## config.mk

```make
export PLATFORM = sky130hd
export DESIGN_NAME = headtracker_frame_decoder
export DESIGN_NICKNAME = d
export VERILOG_FILES = /design/src/rtl/core/hfd_pkg.sv /design/src/rtl/core/hfd_cell.sv /design/src/rtl/core/hfd_pulse.sv /design/src/rtl/core/hfd_emit.sv /design/src/rtl/core/headtracker_frame_decoder.sv
export VERILOG_INCLUDE_DIRS = /design/src /design/src/rtl/core
export SDC_FILE = /design/constraint.sdc
export NUM_CORES = 1
export LEC_CHECK = 0
export ABC_AREA = 1
export BUFFER_PORTS_ARGS = -buffer_cell sky130_fd_sc_hd__buf_2
export CAP_MARGIN = 30
export CELL_PAD_IN_SITES_DETAIL_PLACEMENT = 1
export CELL_PAD_IN_SITES_GLOBAL_PLACEMENT = 2
export CORE_MARGIN = 2
export CORE_UTILIZATION = 30
export CTS_CLUSTER_SIZE = 10
export DETAILED_ROUTE_END_ITERATION = 8
export PLACE_DENSITY_LB_ADDON = 0.2
export SYNTH_ARGS = -nofsm -noshare
export SYNTH_HDL_FRONTEND = slang
export SYNTH_SLANG_ARGS = --single-unit
```

## constraint.sdc

```tcl
create_clock -name clk -period 5 [get_ports clk]
set_clock_uncertainty 0.05 [all_clocks]
set_input_delay 1 -clock clk [delete_from_list [all_inputs] [get_ports clk]]
set_output_delay 1 -clock clk [all_outputs]
set_load 0.01 [all_outputs]
```

## src/rtl/core/headtracker_frame_decoder_defines.svh

```systemverilog
// Assertion macros shared by the head-tracker frame decoder RTL.
// Included by every module that carries concurrent assertions; no other dependencies.
`ifndef HEADTRACKER_FRAME_DECODER_DEFINES_SVH
`define HEADTRACKER_FRAME_DECODER_DEFINES_SVH
`ifndef SYNTHESIS
// Same-cycle implication, checked at every rising edge outside reset.
`define HFD_ASSERT_IMPLIES(label, clk, rst, cond, prop) \
  label: assert property (@(posedge clk) disable iff (rst) (cond) |-> (prop)) \
    else $error("headtracker frame decoder assertion failed");
// Next-cycle implication, checked at every rising edge outside reset.
`define HFD_ASSERT_NEXT(label, clk, rst, cond, prop) \
  label: assert property (@(posedge clk) disable iff (rst) (cond) |=> (prop)) \
    else $error("headtracker frame decoder assertion failed");
`else
`define HFD_ASSERT_IMPLIES(label, clk, rst, cond, prop)
`define HFD_ASSERT_NEXT(label, clk, rst, cond, prop)
`endif
`endif

```

## src/rtl/core/hfd_pkg.sv

```systemverilog
// Package for the head-tracker frame decoder: constants, codes, types and the CRC step.
// Has no dependencies; every RTL module of the block refers to it by scoped names.
`default_nettype none

package hfd_pkg;

  // Window and frame layout.
  localparam int          WIN_LEN  = 10;
  localparam logic [7:0]  SYNC0    = 8'hA5;
  localparam logic [7:0]  SYNC1    = 8'h5A;
  localparam logic [15:0] CRC_POLY = 16'h1021;

  // Angle to pulse width mapping: centre + angle * gain / 2^11, then clamp.
  localparam logic signed [9:0]  PULSE_GAIN   = 10'sd500;
  localparam logic signed [20:0] DIV_BIAS     = 21'sd2047;
  localparam logic signed [11:0] PULSE_CENTRE = 12'sd1500;
  localparam logic signed [11:0] PULSE_MIN    = 12'sd1000;
  localparam logic signed [11:0] PULSE_MAX    = 12'sd2000;

  // Highest valid one-based channel number.
  localparam logic [4:0] CHAN_MAX = 5'd16;

  // Frame queue in front of the output register.
  localparam int FRAME_SLOTS = 2;
  localparam int SLOT_AW     = 1;
  localparam int SLOT_CW     = 2;

  // Configuration register indexes.
  typedef enum logic [1:0] {
    REG_ENABLE = 2'd0,
    REG_YAW    = 2'd1,
    REG_PITCH  = 2'd2,
    REG_ROLL   = 2'd3
  } hfd_reg_t;

  // Source axis of an override, in emission order.
  typedef enum logic [1:0] {
    AXIS_YAW   = 2'd0,
    AXIS_PITCH = 2'd1,
    AXIS_ROLL  = 2'd2
  } hfd_axis_t;

  // One decoded frame: which axes still owe an override, and their pulse widths.
  typedef struct packed {
    logic [2:0]       mask;
    logic [2:0][10:0] pw;
  } hfd_frame_t;

  // Advance a CRC-16 (poly 0x1021, MSB first) by one byte.
  function automatic logic [15:0] crc_update(input logic [15:0] crc_in,
                                             input logic [7:0]  data);
    logic [15:0] c;
    c = crc_in ^ {data, 8'h00};
    for (int b = 0; b < 8; b++) begin
      if (c[15]) begin
        c = {c[14:0], 1'b0} ^ CRC_POLY;
      end else begin
        c = {c[14:0], 1'b0};
      end
    end
    return c;
  endfunction

endpackage

`default_nettype wire

```

## src/rtl/core/hfd_cell.sv

```systemverilog
// One cell of the receive window: a byte and the running CRC from that byte to the newest one.
// Depends on hfd_pkg for the CRC step.
`default_nettype none

module hfd_cell (
  input  wire logic        clk,
  input  wire logic        rst,
  input  wire logic        shift,
  input  wire logic        clear,
  input  wire logic [7:0]  byte_in,
  input  wire logic [15:0] crc_in,
  input  wire logic [7:0]  rx_byte,
  output logic [7:0]       win_byte,
  output logic [15:0]      win_crc
);

  logic [15:0] crc_next;

  // The neighbour's CRC covers every byte after this one; fold in the arriving byte.
  always_comb begin
    crc_next = hfd_pkg::crc_update(crc_in, rx_byte);
  end

  // A cleared window holds zero bytes, whose CRC with a zero start is zero too.
  always_ff @(posedge clk) begin
    if (rst || clear) begin
      win_byte <= '0;
      win_crc  <= '0;
    end else if (shift) begin
      win_byte <= byte_in;
      win_crc  <= crc_next;
    end
  end

endmodule

`default_nettype wire

```

## src/rtl/core/hfd_pulse.sv

```systemverilog
// Two-stage angle to pulse width converter: multiply, then divide by 2048, offset and clamp.
// Depends on hfd_pkg for the mapping constants.
`default_nettype none

module hfd_pulse (
  input  wire logic        clk,
  input  wire logic [11:0] angle,
  output logic [10:0]      pw
);

  logic signed [21:0] prod_full;
  logic signed [20:0] prod;
  logic signed [20:0] biased;
  logic signed [9:0]  quot;
  logic signed [11:0] width;
  logic signed [11:0] width_clamped;

  // Stage one: signed product, which always fits 21 bits.
  assign prod_full = $signed(angle) * hfd_pkg::PULSE_GAIN;

  always_ff @(posedge clk) begin
    prod <= prod_full[20:0];
  end

  // Stage two: shift with a bias so that negative values round toward zero.
  always_comb begin
    biased = prod + (prod[20] ? hfd_pkg::DIV_BIAS : 21'sd0);
    quot   = biased[20:11];
    width  = {{2{quot[9]}}, quot} + hfd_pkg::PULSE_CENTRE;
    if (width < hfd_pkg::PULSE_MIN) begin
      width_clamped = hfd_pkg::PULSE_MIN;
    end else if (width > hfd_pkg::PULSE_MAX) begin
      width_clamped = hfd_pkg::PULSE_MAX;
    end else begin
      width_clamped = width;
    end
  end

  always_ff @(posedge clk) begin
    pw <= width_clamped[10:0];
  end

endmodule

`default_nettype wire

```

## src/rtl/core/hfd_emit.sv

```systemverilog
// Frame queue and output register: walks each decoded frame's axes and sends one override a beat.
// Depends on hfd_pkg for the frame type, axis codes and queue sizes, and on the assertion macros.
`default_nettype none
`include "headtracker_frame_decoder_defines.svh"

module hfd_emit (
  input  wire logic                       clk,
  input  wire logic                       rst,
  input  wire logic                       push,
  input  wire hfd_pkg::hfd_frame_t        frame_in,
  input  wire logic [2:0][4:0]            chan_cfg,
  output logic [hfd_pkg::SLOT_CW-1:0]     count,
  output logic                            m_axis_tvalid,
  input  wire logic                       m_axis_tready,
  // m_axis_tdata: channel_index [3:0], axis [5:4], pulse_width [16:6], zeros above
  output logic [23:0]                     m_axis_tdata,
  output logic                            m_axis_tlast
);

  hfd_pkg::hfd_frame_t               slot [hfd_pkg::FRAME_SLOTS];
  logic [hfd_pkg::SLOT_AW-1:0]       wr_ptr;
  logic [hfd_pkg::SLOT_AW-1:0]       rd_ptr;
  logic [2:0]                        head_mask;
  logic [2:0]                        remaining;
  hfd_pkg::hfd_axis_t                sel;
  logic                              last_sel;
  logic                              load;
  logic                              pop;
  logic [4:0]                        chan_sel;

  function automatic logic [hfd_pkg::SLOT_CW-1:0] SLOT_CW_ONE(input logic bit_in);
    return {{(hfd_pkg::SLOT_CW-1){1'b0}}, bit_in};
  endfunction

  // Pick the lowest pending axis of the head frame: yaw, then pitch, then roll.
  always_comb begin
    head_mask = slot[rd_ptr].mask;
    priority if (head_mask[0]) begin
      sel = hfd_pkg::AXIS_YAW;
    end else if (head_mask[1]) begin
      sel = hfd_pkg::AXIS_PITCH;
    end else begin
      sel = hfd_pkg::AXIS_ROLL;
    end
    remaining = head_mask & ~(3'd1 << sel);
    last_sel  = (remaining == 3'd0);
    chan_sel  = chan_cfg[sel];
    load      = (count != '0) && (!m_axis_tvalid || m_axis_tready);
    pop       = load && last_sel;
  end

  // Queue control and output valid.
  always_ff @(posedge clk) begin
    if (rst) begin
      wr_ptr        <= '0;
      rd_ptr        <= '0;
      count         <= '0;
      m_axis_tvalid <= 1'b0;
    end else begin
      if (push) begin
        wr_ptr <= wr_ptr + 1'b1;
      end
      if (pop) begin
        rd_ptr <= rd_ptr + 1'b1;
      end
      count <= count + SLOT_CW_ONE(push) - SLOT_CW_ONE(pop);
      if (load) begin
        m_axis_tvalid <= 1'b1;
      end else if (m_axis_tready) begin
        m_axis_tvalid <= 1'b0;
      end
    end
  end

  // Frame slots and the output beat. The slot being filled is never the head being drained.
  always_ff @(posedge clk) begin
    if (push) begin
      slot[wr_ptr] <= frame_in;
    end
    if (load) begin
      slot[rd_ptr].mask <= remaining;
      m_axis_tdata      <= {7'd0, slot[rd_ptr].pw[sel], sel, 4'(chan_sel - 5'd1)};
      m_axis_tlast      <= last_sel;
    end
  end

  `HFD_ASSERT_IMPLIES(a_queue_room, clk, rst, push,
    count < hfd_pkg::SLOT_CW'(hfd_pkg::FRAME_SLOTS))
  `HFD_ASSERT_IMPLIES(a_head_pending, clk, rst, count != '0, head_mask != 3'd0)
  `HFD_ASSERT_NEXT(a_frame_continues, clk, rst, load && !last_sel, count != '0)

endmodule

`default_nettype wire

```

## src/rtl/core/headtracker_frame_decoder.sv

```systemverilog
// Head-tracker frame decoder: throughput one received byte per cycle while s_axis_tready is high.
// An override beat follows the byte completing a frame through the angle capture at the edge that
// accepts it, then the multiply and divide stages, the frame queue and the output register.
// Up to three beats follow, one per cycle while m_axis_tready is high; input stalls only while
// two frames sit in the converter stages or the frame queue. Reset (rst, synchronous, active
// high) clears the window, queue and valids, enables the tracker and marks all channels unused.
`default_nettype none
`include "headtracker_frame_decoder_defines.svh"

module headtracker_frame_decoder (
  input  wire logic        clk,
  input  wire logic        rst,
  input  wire logic        s_axis_tvalid,
  output logic             s_axis_tready,
  // s_axis_tdata: rx_byte [7:0]
  input  wire logic [7:0]  s_axis_tdata,
  output logic             m_axis_tvalid,
  input  wire logic        m_axis_tready,
  // m_axis_tdata: channel_index [3:0], axis [5:4], pulse_width [16:6], zeros above
  output logic [23:0]      m_axis_tdata,
  output logic             m_axis_tlast,
  input  wire logic        cfg_we,
  input  wire logic [1:0]  cfg_index,
  input  wire logic [4:0]  cfg_data
);

  localparam int N = hfd_pkg::WIN_LEN;

  logic        tracker_enabled;
  logic [4:0]  yaw_channel;
  logic [4:0]  pitch_channel;
  logic [4:0]  roll_channel;

  logic [7:0]  chain_byte [N+1];
  logic [15:0] chain_crc  [N+1];
  logic [15:0] crc0_next;
  logic        in_take;
  logic        hit;

  logic        s1_valid;
  logic        s2_valid;
  logic        s3_valid;
  logic [11:0] s1_roll;
  logic [11:0] s1_tilt;
  logic [11:0] s1_pan;
  logic [10:0] pw_pan;
  logic [10:0] pw_tilt;
  logic [10:0] pw_roll;

  hfd_pkg::hfd_frame_t             frame_in;
  logic                            frame_push;
  logic [2:0][4:0]                 chan_cfg;
  logic [hfd_pkg::SLOT_CW-1:0]     q_count;
  logic [2:0]                      frames_busy;

  // Configuration registers.
  always_ff @(posedge clk) begin
    if (rst) begin
      tracker_enabled <= 1'b1;
      yaw_channel     <= '0;
      pitch_channel   <= '0;
      roll_channel    <= '0;
    end else if (cfg_we) begin
      unique case (hfd_pkg::hfd_reg_t'(cfg_index))
        hfd_pkg::REG_ENABLE: tracker_enabled <= cfg_data[0];
        hfd_pkg::REG_YAW:    yaw_channel     <= cfg_data;
        hfd_pkg::REG_PITCH:  pitch_channel   <= cfg_data;
        hfd_pkg::REG_ROLL:   roll_channel    <= cfg_data;
      endcase
    end
  end

  // Input handshake: room is kept for every frame that could still reach the queue.
  assign frames_busy   = {2'b0, s1_valid} + {2'b0, s2_valid} + {2'b0, s3_valid}
                       + {1'b0, q_count};
  assign s_axis_tready = frames_busy < 3'(hfd_pkg::FRAME_SLOTS);
  assign in_take       = s_axis_tvalid && s_axis_tready;

  // The window: each cell takes its neighbour's byte; the newest byte enters at the tail.
  assign chain_byte[N] = s_axis_tdata;
  assign chain_crc[N]  = '0;

  for (genvar k = 0; k < N; k++) begin : g_cell
    hfd_cell u_cell (
      .clk      (clk),
      .rst      (rst),
      .shift    (in_take),
      .clear    (hit),
      .byte_in  (chain_byte[k+1]),
      .crc_in   (chain_crc[k+1]),
      .rx_byte  (s_axis_tdata),
      .win_byte (chain_byte[k]),
      .win_crc  (chain_crc[k])
    );
  end

  // Frame check on the shifted window: sync bytes in front and a zero CRC residue
  // over all ten bytes, which holds exactly when the trailing CRC matches.
  always_comb begin
    crc0_next = hfd_pkg::crc_update(chain_crc[1], s_axis_tdata);
    hit       = in_take && (chain_byte[1] == hfd_pkg::SYNC0)
                        && (chain_byte[2] == hfd_pkg::SYNC1)
                        && (crc0_next == 16'h0000);
  end

  // Capture the three angles from window bytes three to seven.
  always_ff @(posedge clk) begin
    if (hit) begin
      s1_roll <= {chain_byte[5], chain_byte[4][7:4]};
      s1_tilt <= {chain_byte[7][3:0], chain_byte[6]};
      s1_pan  <= {chain_byte[8], chain_byte[7][7:4]};
    end
  end

  // Frame valid follows the two converter stages.
  always_ff @(posedge clk) begin
    if (rst) begin
      s1_valid <= 1'b0;
      s2_valid <= 1'b0;
      s3_valid <= 1'b0;
    end else begin
      s1_valid <= hit;
      s2_valid <= s1_valid;
      s3_valid <= s2_valid;
    end
  end

  hfd_pulse u_pulse_pan  (.clk(clk), .angle(s1_pan),  .pw(pw_pan));
  hfd_pulse u_pulse_tilt (.clk(clk), .angle(s1_tilt), .pw(pw_tilt));
  hfd_pulse u_pulse_roll (.clk(clk), .angle(s1_roll), .pw(pw_roll));

  // Assemble the frame; an axis is pending when enabled and its channel is in range.
  always_comb begin
    frame_in.pw[hfd_pkg::AXIS_YAW]   = pw_pan;
    frame_in.pw[hfd_pkg::AXIS_PITCH] = pw_tilt;
    frame_in.pw[hfd_pkg::AXIS_ROLL]  = pw_roll;
    frame_in.mask[hfd_pkg::AXIS_YAW]   = tracker_enabled && (yaw_channel != 5'd0)
                                      && (yaw_channel <= hfd_pkg::CHAN_MAX);
    frame_in.mask[hfd_pkg::AXIS_PITCH] = tracker_enabled && (pitch_channel != 5'd0)
                                      && (pitch_channel <= hfd_pkg::CHAN_MAX);
    frame_in.mask[hfd_pkg::AXIS_ROLL]  = tracker_enabled && (roll_channel != 5'd0)
                                      && (roll_channel <= hfd_pkg::CHAN_MAX);
    frame_push = s3_valid && (frame_in.mask != 3'd0);
    chan_cfg[hfd_pkg::AXIS_YAW]   = yaw_channel;
    chan_cfg[hfd_pkg::AXIS_PITCH] = pitch_channel;
    chan_cfg[hfd_pkg::AXIS_ROLL]  = roll_channel;
  end

  hfd_emit u_emit (
    .clk           (clk),
    .rst           (rst),
    .push          (frame_push),
    .frame_in      (frame_in),
    .chan_cfg      (chan_cfg),
    .count         (q_count),
    .m_axis_tvalid (m_axis_tvalid),
    .m_axis_tready (m_axis_tready),
    .m_axis_tdata  (m_axis_tdata),
    .m_axis_tlast  (m_axis_tlast)
  );

  `HFD_ASSERT_IMPLIES(a_window_cleared, clk, rst, s1_valid,
    (chain_byte[0] == 8'h00) && (chain_crc[0] == 16'h0000))
  `HFD_ASSERT_IMPLIES(a_one_frame_in_flight, clk, rst, 1'b1,
    $countones({s1_valid, s2_valid, s3_valid}) <= 1)
  `HFD_ASSERT_NEXT(a_frame_reaches_converter, clk, rst, s1_valid, s2_valid && !s1_valid)

endmodule

`default_nettype wire
```

; Word-level counts from Yosys, hierarchy flattened
; Memories as Yosys holds them, arrays and structs flattened. A register that Yosys moved wholly into a read port is not among the register bits.
; Index checks and enable logic that the tools add are counted.
[word_totals]
ff_bits = 384
mem_bits_rw = 72
inputBits = 20
output_inout_bits = 27
wordCells = 301
mem_count = 1
[classes]
add_sub_neg = 14
n_mul = 3
n_lt_le_gt_ge = 11
eq_ne = 5
shifts = 1
n_mux = 100
n_bitwise = 91
reduce_logical = 32
[mem_list]
columns = memory, depth, width, rd, rd_clocked_by_memory_dff, wr, line
row1 = u_emit.slot, 2, 36, 1, 1, 2, hfd_emit.sv:20  ; hfd_pkg::hfd_frame_t slot [hfd_pkg::FRAME_SLOTS];
[op_table]
columns = operator, n
row1 = 13-bit two-way mux, 80
row2 = 3-bit inverter, 81
row3 = 16-bit bitwise XOR, 9
row4 = 11-bit two-way mux, 7
row5 = 21-bit adder, 3
row6 = "12-bit by 8-bit multiplier with 19-bit output, second input constant", 3
row7 = "12-bit by 11-bit adder with 12-bit output, second input constant", 3
row8 = "12-bit > comparator, second input constant", 3
row9 = "12-bit by 11-bit less-than comparator with 1-bit output, second input constant", 3
row10 = 11-bit binary-select mux with 2-bit select, 1
row11 = 16-bit zero test, 1
row12 = "5-bit less-or-equal comparator, second input constant", 3
row13 = 5-bit nonzero test, 3
row14 = 1-bit logical AND, 13
row15 = 5-bit binary-select mux with 2-bit select, 1
row16 = "8-bit by 7-bit == test with 1-bit output, second input constant", 1
row17 = "8-bit == test, second input constant", 1
row18 = 1-bit two-way mux, 8
row19 = 2-bit AND reduction, 4
row20 = 2-bit OR reduction, 3
row21 = "2-bit == test, second input constant", 2
row22 = 2-bit two-way mux, 2
row23 = 4-bit two-way mux, 1
row24 = 2-bit nonzero test, 2
row25 = 17 further kinds, 19

; Depth between registers and ports, before layout
; Gate-level depths: netlist (run 1).
[logic_depth]
ltp_word = 20
depth_mapped = 21
depth_no_buf = 21

; Modules after synthesis
; Synthesis (run 1) repeated with hierarchy kept, for this count alone.
[unflattened]
cells_unflattened = 4106
hier_area_um2 = 30053.8
[modules_own_cells]
columns = module, instances, cells_each, area_per_inst_um2, seq_area_each_um2
row1 = hfd_cell, 9, 239, 1386.3, 480.5
row2 = hfd_emit, 1, 329, 4021.4, 2822.7
row3 = hfd_pulse (u_pulse_tilt), 1, 471, 3791.1, 600.6
row4 = hfd_pulse (u_pulse_pan), 1, 454, 3724.8, 600.6
row5 = hfd_pulse (u_pulse_roll), 1, 445, 3691.0, 600.6
row6 = headtracker_frame_decoder, 1, 256, 2348.5, 1461.4

; Worst setup path after synthesis (run 1)
; OpenSTA, ideal clock, no wires.
[synth_path]
path_kind = register -> register
from = reg s1_roll[5]
to = reg u_pulse_roll.prod[19]
setup_time_ns = 0.072
arrival_ns = 4.208
t_required_ns = 4.878
setup_slack_ns = 0.670
path_stages_with_launch = 17
n_path_buf = 0
period_less_slack_ns = 4.330
path_cell_list = edfxtp_1 inv_1 fa_1 fa_1 inv_1 fa_1 fa_1 ha_1 a21oi_1 a21boi_0 o21ai_0 a21boi_0 o21ai_0 a21oi_1 nor2_1 nor2_1 xor2_1
[synth_via]
elab_chain_cells = 1
[synth_rtl]
columns = element, line
row1 = "start, declared", headtracker_frame_decoder.sv:43  ; logic [11:0] s1_roll;
row2 = "start signal, assigned", headtracker_frame_decoder.sv:109  ; s1_roll <= {chain_byte[5], chain_byte[4][7:4]};
row3 = 12-bit by 8-bit multiplier with 19-bit output, hfd_pulse.sv:19  ; assign prod_full = $signed(angle) * hfd_pkg::PULSE_GAIN;
row4 = via u_pulse_roll.prod_full[19], hfd_pulse.sv:11  ; logic signed [21:0] prod_full;
row5 = "end signal, assigned", hfd_pulse.sv:22  ; prod <= prod_full[20:0];
row6 = "end, declared", hfd_pulse.sv:12  ; logic signed [20:0] prod;
; The timed path passes the listed nets, and every way through them passes these cells.
; A chain may end at the register's enable or synchronous reset.

; Worst setup path after layout (run 1)
; Same ends and word-level chain as after synthesis.

==> flow_summary.toml, run 1 <==
[synth]
synth_cell_types = 43
yosysMostFrequentCell = "nand2_1"
synth_common_cells = "nand2_1 (749), inv_1 (531), nor2_1 (381)"
ys_warn_count = 0
synthesis.area_mm2 = 0.0264
synth_ff_type = "dfxtp_1"
yosysTopAreaCellShare_pct = 24.5
ys_top_cells_by_area = "dfxtp_1 (24%), edfxtp_1 (14%), nand2_1 (11%)"
avgSynthCellArea_um2 = 8.15
yosys.area.top_type = "dfxtp_1"
netlist_instances = 3244
synth.ff_latch_count = 449
async_flop_share_pct = 0
synth_edf_count = 126
seq_area_frac_synth_pct = 38.8

[timing]
drv_slew = 0
hold_viol = 0
fin_crit_sh_pct = 91.9
worst_pin_slew_ns = 1.06
finalSetupTns_ns = 0
grt_setup_unrepaired = "false"
relSlewSlack_pct = 29.4
fin_crit_ns = 4.60
fmax_mhz = 218
fin_ws_ns = 0.404
finalSetupViolCount = 0

[die]
ios = 47
die-area_mm2 = 0.0905
coreArea_mm2 = 0.0870
row_count = 108
initial_core_util_pct = 30.4
die_x_um = 301
die_y_um = 301

[setup_path]
startpoint_type = "flip-flop"
r2r-start = "s1_roll[5]"
worstPathArrival_ns = 5.03
worstSetupPathType = "flip-flop to flip-flop"
regToRegSetupSlack_ns = 0.40
crit_fanout = 5
r2r_cells = 16
cp-startpoint = "s1_roll[5]"
cp-end-kind = "flip-flop"
critPathRequiredTime_ns = 5.43
timing.rr.end = "u_pulse_roll.prod[19]"

[global_route]
track_usage_pct = 15.0
overflow = 0
grt_max_degree = 232
antenna_found_initial = 0
grt_pass1_vias = 21500
grt_pass1_wl_um = 111000

[place]
numPortBuffers = 39
hpwl_um = 49800
dp_slack_ns = 0.184
gp_congestion = 0.776
dpl_cell_area_mm2 = 0.0280

[cts]
ctsHoldBuffers = 0
clockBufferDepth = 3
clock_sinks = 449
post_cts_buffers = 0
root_buffer = "clkbuf_16"
cts_tree = "yes"
clock_latency_ns = 0.62
cts_made_buffers = 56
htreeDepth = 2
ctsResizeCount = 0
clkTransAtPathRegs_ns = 0.06

[power_and_ir_drop]
p_sw_share_pct = 33.4
power.total_mw = 11.4
p_int_mw = 7.57
pwr-share-seq_pct = 40.0
switchingPower_mw = 3.80
power_frac_clock_pct = 33.9
peakVddDrop_mv = 0.925
p_comb_share_pct = 26.1
p_per_area_mw_per_mm2 = 383
p_leak_nw = 13.6

[finish]
area_delta_synth_final_pct = 12.4
diodes = 0
final_nets = 3605
finish.instance_area_mm2 = 0.0297
drive_above_1_share_pct = 5.17
post-route-util_pct = 34.1

[drt]
drt-initial-drc-count = 537
drtAntennaViolNets = 0
avgRoutedWirePerCell_um = 14.8
remaining_drc_errors = 0
num_vias = 19900
routed_via_density = 4.45
totalWireLength_um = 66300
dr.pass1.iters = 4

[worst_hold_path]
hold_class = "flip-flop to flip-flop"
holdPathStages = 0
min-delay-start = "u_pulse_pan.pw[9]"
hold_path_end = "u_emit.slot[0][9]"

[run]
maxCapViolations = 0

[outcome]
status = "finished clean"
critical path, stage by stage (launching register included):
cell      delay (ns)
edfxtp_1        0.49
inv_1           0.16
fa_1            0.45
fa_1            0.50
inv_1           0.06
fa_1            0.50
fa_1            0.49
ha_1            0.38
a21oi_1         0.08
a21boi_1        0.15
o21ai_0         0.33
a21boi_1        0.15
o21ai_0         0.29
a21oi_1         0.11
nor2_1          0.10
nor2_1          0.05
xor2_1          0.13
layer usage:
metal,track usage [%],share of wire (%),vias up
met5,0,0,-
met4,3.35,1.9,0
met3,1.80,2.3,74
met2,27.6,50,141
met1,18.6,46,9537
li1,-,-,10200
registers in the layout, summed over array words and instances (netlist names), 5 cells and up, named ones only:
register and cells:
yaw_channel 5, u_pulse_pan.pw 11, g_cell.u_cell.win_crc 139, u_emit.slot 72, g_cell.u_cell.win_byte 69, s1_pan 12, u_pulse_pan.prod 19, pitch_channel 5
roll_channel 5, u_pulse_roll.prod 19, u_pulse_roll.pw 11, u_emit.m_axis_tdata 17, u_pulse_tilt.prod 19, s1_tilt 12, u_pulse_tilt.pw 11, s1_roll 12
metrics by stage:
step,hold slack [ns],cells
floorplan,0.354,3250
detailed placement,0.362,4378
global route,0.372,4479
global placement,0.357,4378
CTS,0.366,4479
finish,0.369,4479
cell usage in the layout (no fill, tap or decap), types with 86 or more instances in the layout:
cell type and n:
nand2_1 748, inv_1 531, nor2_1 380, dfxtp_1 323, ha_1 175, o21ai_0 173
fa_1 129, edfxtp_1 126, nand3_1 117, xnor2_1 99, xor2_1 93, a21oi_1 86
cell type report:
type                       instances  area (µm²)
inverter                         532        2000
multi-input combinational       2180       13800
sequential                       449       10200
clock inverter                    13         150
tap                             1155        1450
fill                           10400       57300
clock buffer                      88        1580
timing repair buffer              62         443
power by group through the flow:
stage | clock network [mW] | registers [mW] | logic [mW]
6_report | 3.85 | 4.55 | 2.97
5_1_grt | 4.14 | 4.61 | 3.42
4_1_cts | 4.00 | 4.56 | 3.05
3_5_place_dp | 0 | 4.63 | 3.03
3_3_place_gp | 0 | 4.62 | 2.94
2_1_floorplan | 0 | 4.56 | 2.16
how the worst max path moves through the flow:
stage | to | slack [ns] | depth (start not counted)
after global routing | u_pulse_roll.prod[19] | 0.01 | 17
after CTS | u_pulse_roll.prod[19] | 0.15 | 16
after floorplan | u_pulse_roll.prod[19] | 0.67 | 16
final | u_pulse_roll.prod[19] | 0.40 | 16
after global placement | u_pulse_roll.prod[19] | 0.30 | 16
after detailed placement | u_pulse_roll.prod[19] | 0.18 | 16
kinds of logic (layout without fill, tap and decap cells):
kind of cell,after synthesis,in the layout,synth area share [%]
compound gates,332,332,6.81
xor+xnor,195,195,6.63
fa+ha+maj,304,304,18.0
buf+inv,621,695,9.10
flops,449,449,38.8
mux,13,13,0.492
other cells,1,7,0.0142
simple gates,1329,1329,20.2
No activity file was read; power rests on OpenSTA's default activity.
==> inputs of run 2 (changes only) <==
--- a/config.mk
+++ b/config.mk
@@ -8,5 +8,4 @@
 export LEC_CHECK = 0
 export ABC_AREA = 1
-export BUFFER_PORTS_ARGS = -buffer_cell sky130_fd_sc_hd__buf_2
 export CAP_MARGIN = 30
 export CELL_PAD_IN_SITES_DETAIL_PLACEMENT = 1
@@ -16,4 +15,5 @@
 export CTS_CLUSTER_SIZE = 10
 export DETAILED_ROUTE_END_ITERATION = 8
+export DONT_BUFFER_PORTS = 1
 export PLACE_DENSITY_LB_ADDON = 0.2
 export SYNTH_ARGS = -nofsm -noshare
==> constraint.sdc (replaced) <==
create_clock -name clk -period 5 [get_ports clk]
set_clock_uncertainty 0.05 [all_clocks]
set_input_delay 1 -clock clk [delete_from_list [all_inputs] [get_ports clk]]
set_output_delay 1 -clock clk [all_outputs]
set_load 0.005 [all_outputs]
==> run 2 against run 1 <==
Net effect: global-route usage shrank 0.20 points; highest routed layer unchanged; critical endpoint is now u_pulse_pan.prod[20]; via count shrank 0.52%; sequential share of layout area grew 0.26 points; count of clock-buffer cells in the layout grew 6; largest power group unchanged; utilization shrank 0.26 points; flip-flop and latch count is the same; first-iteration DRC count grew 5.2%; non-clock buffer count shrank 39.
==> flow_summary.toml, run 2 (synthesized netlist as in run 1, its figures left out) <==
[drt]
dr.pass1.iters = 4
totalWireLength_um = 65800
num_vias = 19800
drtAntennaViolNets = 0
avgRoutedWirePerCell_um = 14.8
drt-initial-drc-count = 565
routed_via_density = 4.46
remaining_drc_errors = 0

[setup_path]
r2r-start = "s1_pan[3]"
crit_top_cell = "nand2_1"
regToRegSetupSlack_ns = 0.37
worstSetupPathType = "flip-flop to flip-flop"
cp-startpoint = "s1_pan[3]"
endpoint = "u_pulse_pan.prod[20]"
timing.rr.end = "u_pulse_pan.prod[20]"
worstPathArrival_ns = 5.07
critPathRequiredTime_ns = 5.45
path_cells = "inv_1, fa_1, fa_1, inv_1, fa_1, fa_1, ha_1, nand3_1, nand2_1, nand2_1, nand2_1, a21oi_1, o21ai_0, a21oi_1, o21bai_1, nand3_1, nand2_1, nand2_1, nand3_1, nand2_1"
crit_fanout = 6
max_stage_delay_ns = 0.51
r2r_cells = 20
cp.buffers_inverters = 2
startpoint_type = "flip-flop"
critPathSlowestCell = "edfxtp_1"
crit_family = "adder cells"
critical_path_depth = 20
cp-end-kind = "flip-flop"

[finish]
largest_register_ffs = 139
stdcell_count = 4442
final_common_cell = "nand2_1"
drive_above_1_share_pct = 3.95
area_delta_synth_final_pct = 11.5
final_nets = 3565
post-route-util_pct = 33.9
layout.cells.most_common_list = "nand2_1 (748), inv_1 (531), nor2_1 (380)"
reg_top3 = "g_cell.u_cell.win_crc: 139 flops, u_emit.slot: 72 flops, g_cell.u_cell.win_byte: 69 flops"
diodes = 0
regMostFlops = "g_cell.u_cell.win_crc"

[timing]
finalHoldWorstSlack_ns = 0.373
finalSetupViolCount = 0
hold_viol = 0
finalSetupTns_ns = 0
drv_slew = 0
fin_crit_sh_pct = 92.5
worst_pin_slew_ns = 0.926
fin_crit_ns = 4.63
relSlewSlack_pct = 38.3
fmax_mhz = 216
grt_setup_unrepaired = "false"

[global_route]
grt_pass1_vias = 21200
grt_max_degree = 181
grt_pass1_wl_um = 110000
overflow = 0
antenna_found_initial = 0
track_usage_pct = 14.8

[die]
coreArea_mm2 = 0.0870
ios = 47
row_count = 108
initial_core_util_pct = 30.4
die_y_um = 301
die_x_um = 301
die-area_mm2 = 0.0905

[cts]
post_cts_buffers = 0
clock_sinks = 449
clockBufferDepth = 3
clkTransAtPathRegs_ns = 0.06
ctsResizeCount = 0
root_buffer = "clkbuf_16"
htreeDepth = 2
clock_latency_ns = 0.62
ctsHoldBuffers = 0
cts_made_buffers = 55
cts_tree = "yes"

[power_and_ir_drop]
peakVddDrop_mv = 0.274
p_leak_nw = 13.4
p_per_area_mw_per_mm2 = 381
power.total_mw = 11.2

[place]
gp_congestion = 0.766
dp_cells = 4339
hpwl_um = 49300
numPortBuffers = 0

[worst_hold_path]
hold_class = "flip-flop to flip-flop"
min-delay-start = "u_pulse_roll.pw[4]"

[outcome]
status = "finished clean"

[run]
maxCapViolations = 0
run 2: how the worst min path moves through the flow:
stage	end	slack [ns]	cells past startpoint
global route	s2_valid	0.38	1
finish	u_emit.slot[1][26]	0.37	0
global placement	u_emit.slot[0][24]	0.36	0
floorplan	u_emit.slot[0][0]	0.35	0
detailed placement	u_emit.slot[0][11]	0.36	0
CTS	u_emit.m_axis_tvalid	0.37	1
run 2: layer usage:
metal	global-route usage (%)	part of all wire (%)
met1	18.2	45
met2	27.0	49
met3	2.09	2.8
met4	3.76	2.2
met5	0	0
run 2: final cells by class:
class | count | area (µm²)
inverter | 532 | 2000
clock buffer | 94 | 1620
tap | 1155 | 1450
sequential | 449 | 10200
clock inverter | 9 | 106
timing repair buffer | 23 | 223
multi-input combinational | 2180 | 13800
fill | 10400 | 57500
run 2: report_power, final:
group	switching, mW	internal [mW]	total [mW]
Combinational	1.82	1.03	2.84
Clock	1.59	2.25	3.84
Sequential	0.328	4.23	4.56
run 2: per-stage QoR:
| step | setup slack (ns) | cell area [µm²] |
|---|---|---|
| 2_1_floorplan | 0.670 | 26500 |
| 3_3_place_gp | 0.296 | 27800 |
| 3_5_place_dp | 0.269 | 27800 |
| 4_1_cts | 0.270 | 29500 |
| 5_1_grt | 0.0755 | 29500 |
| 6_report | 0.374 | 29500 |
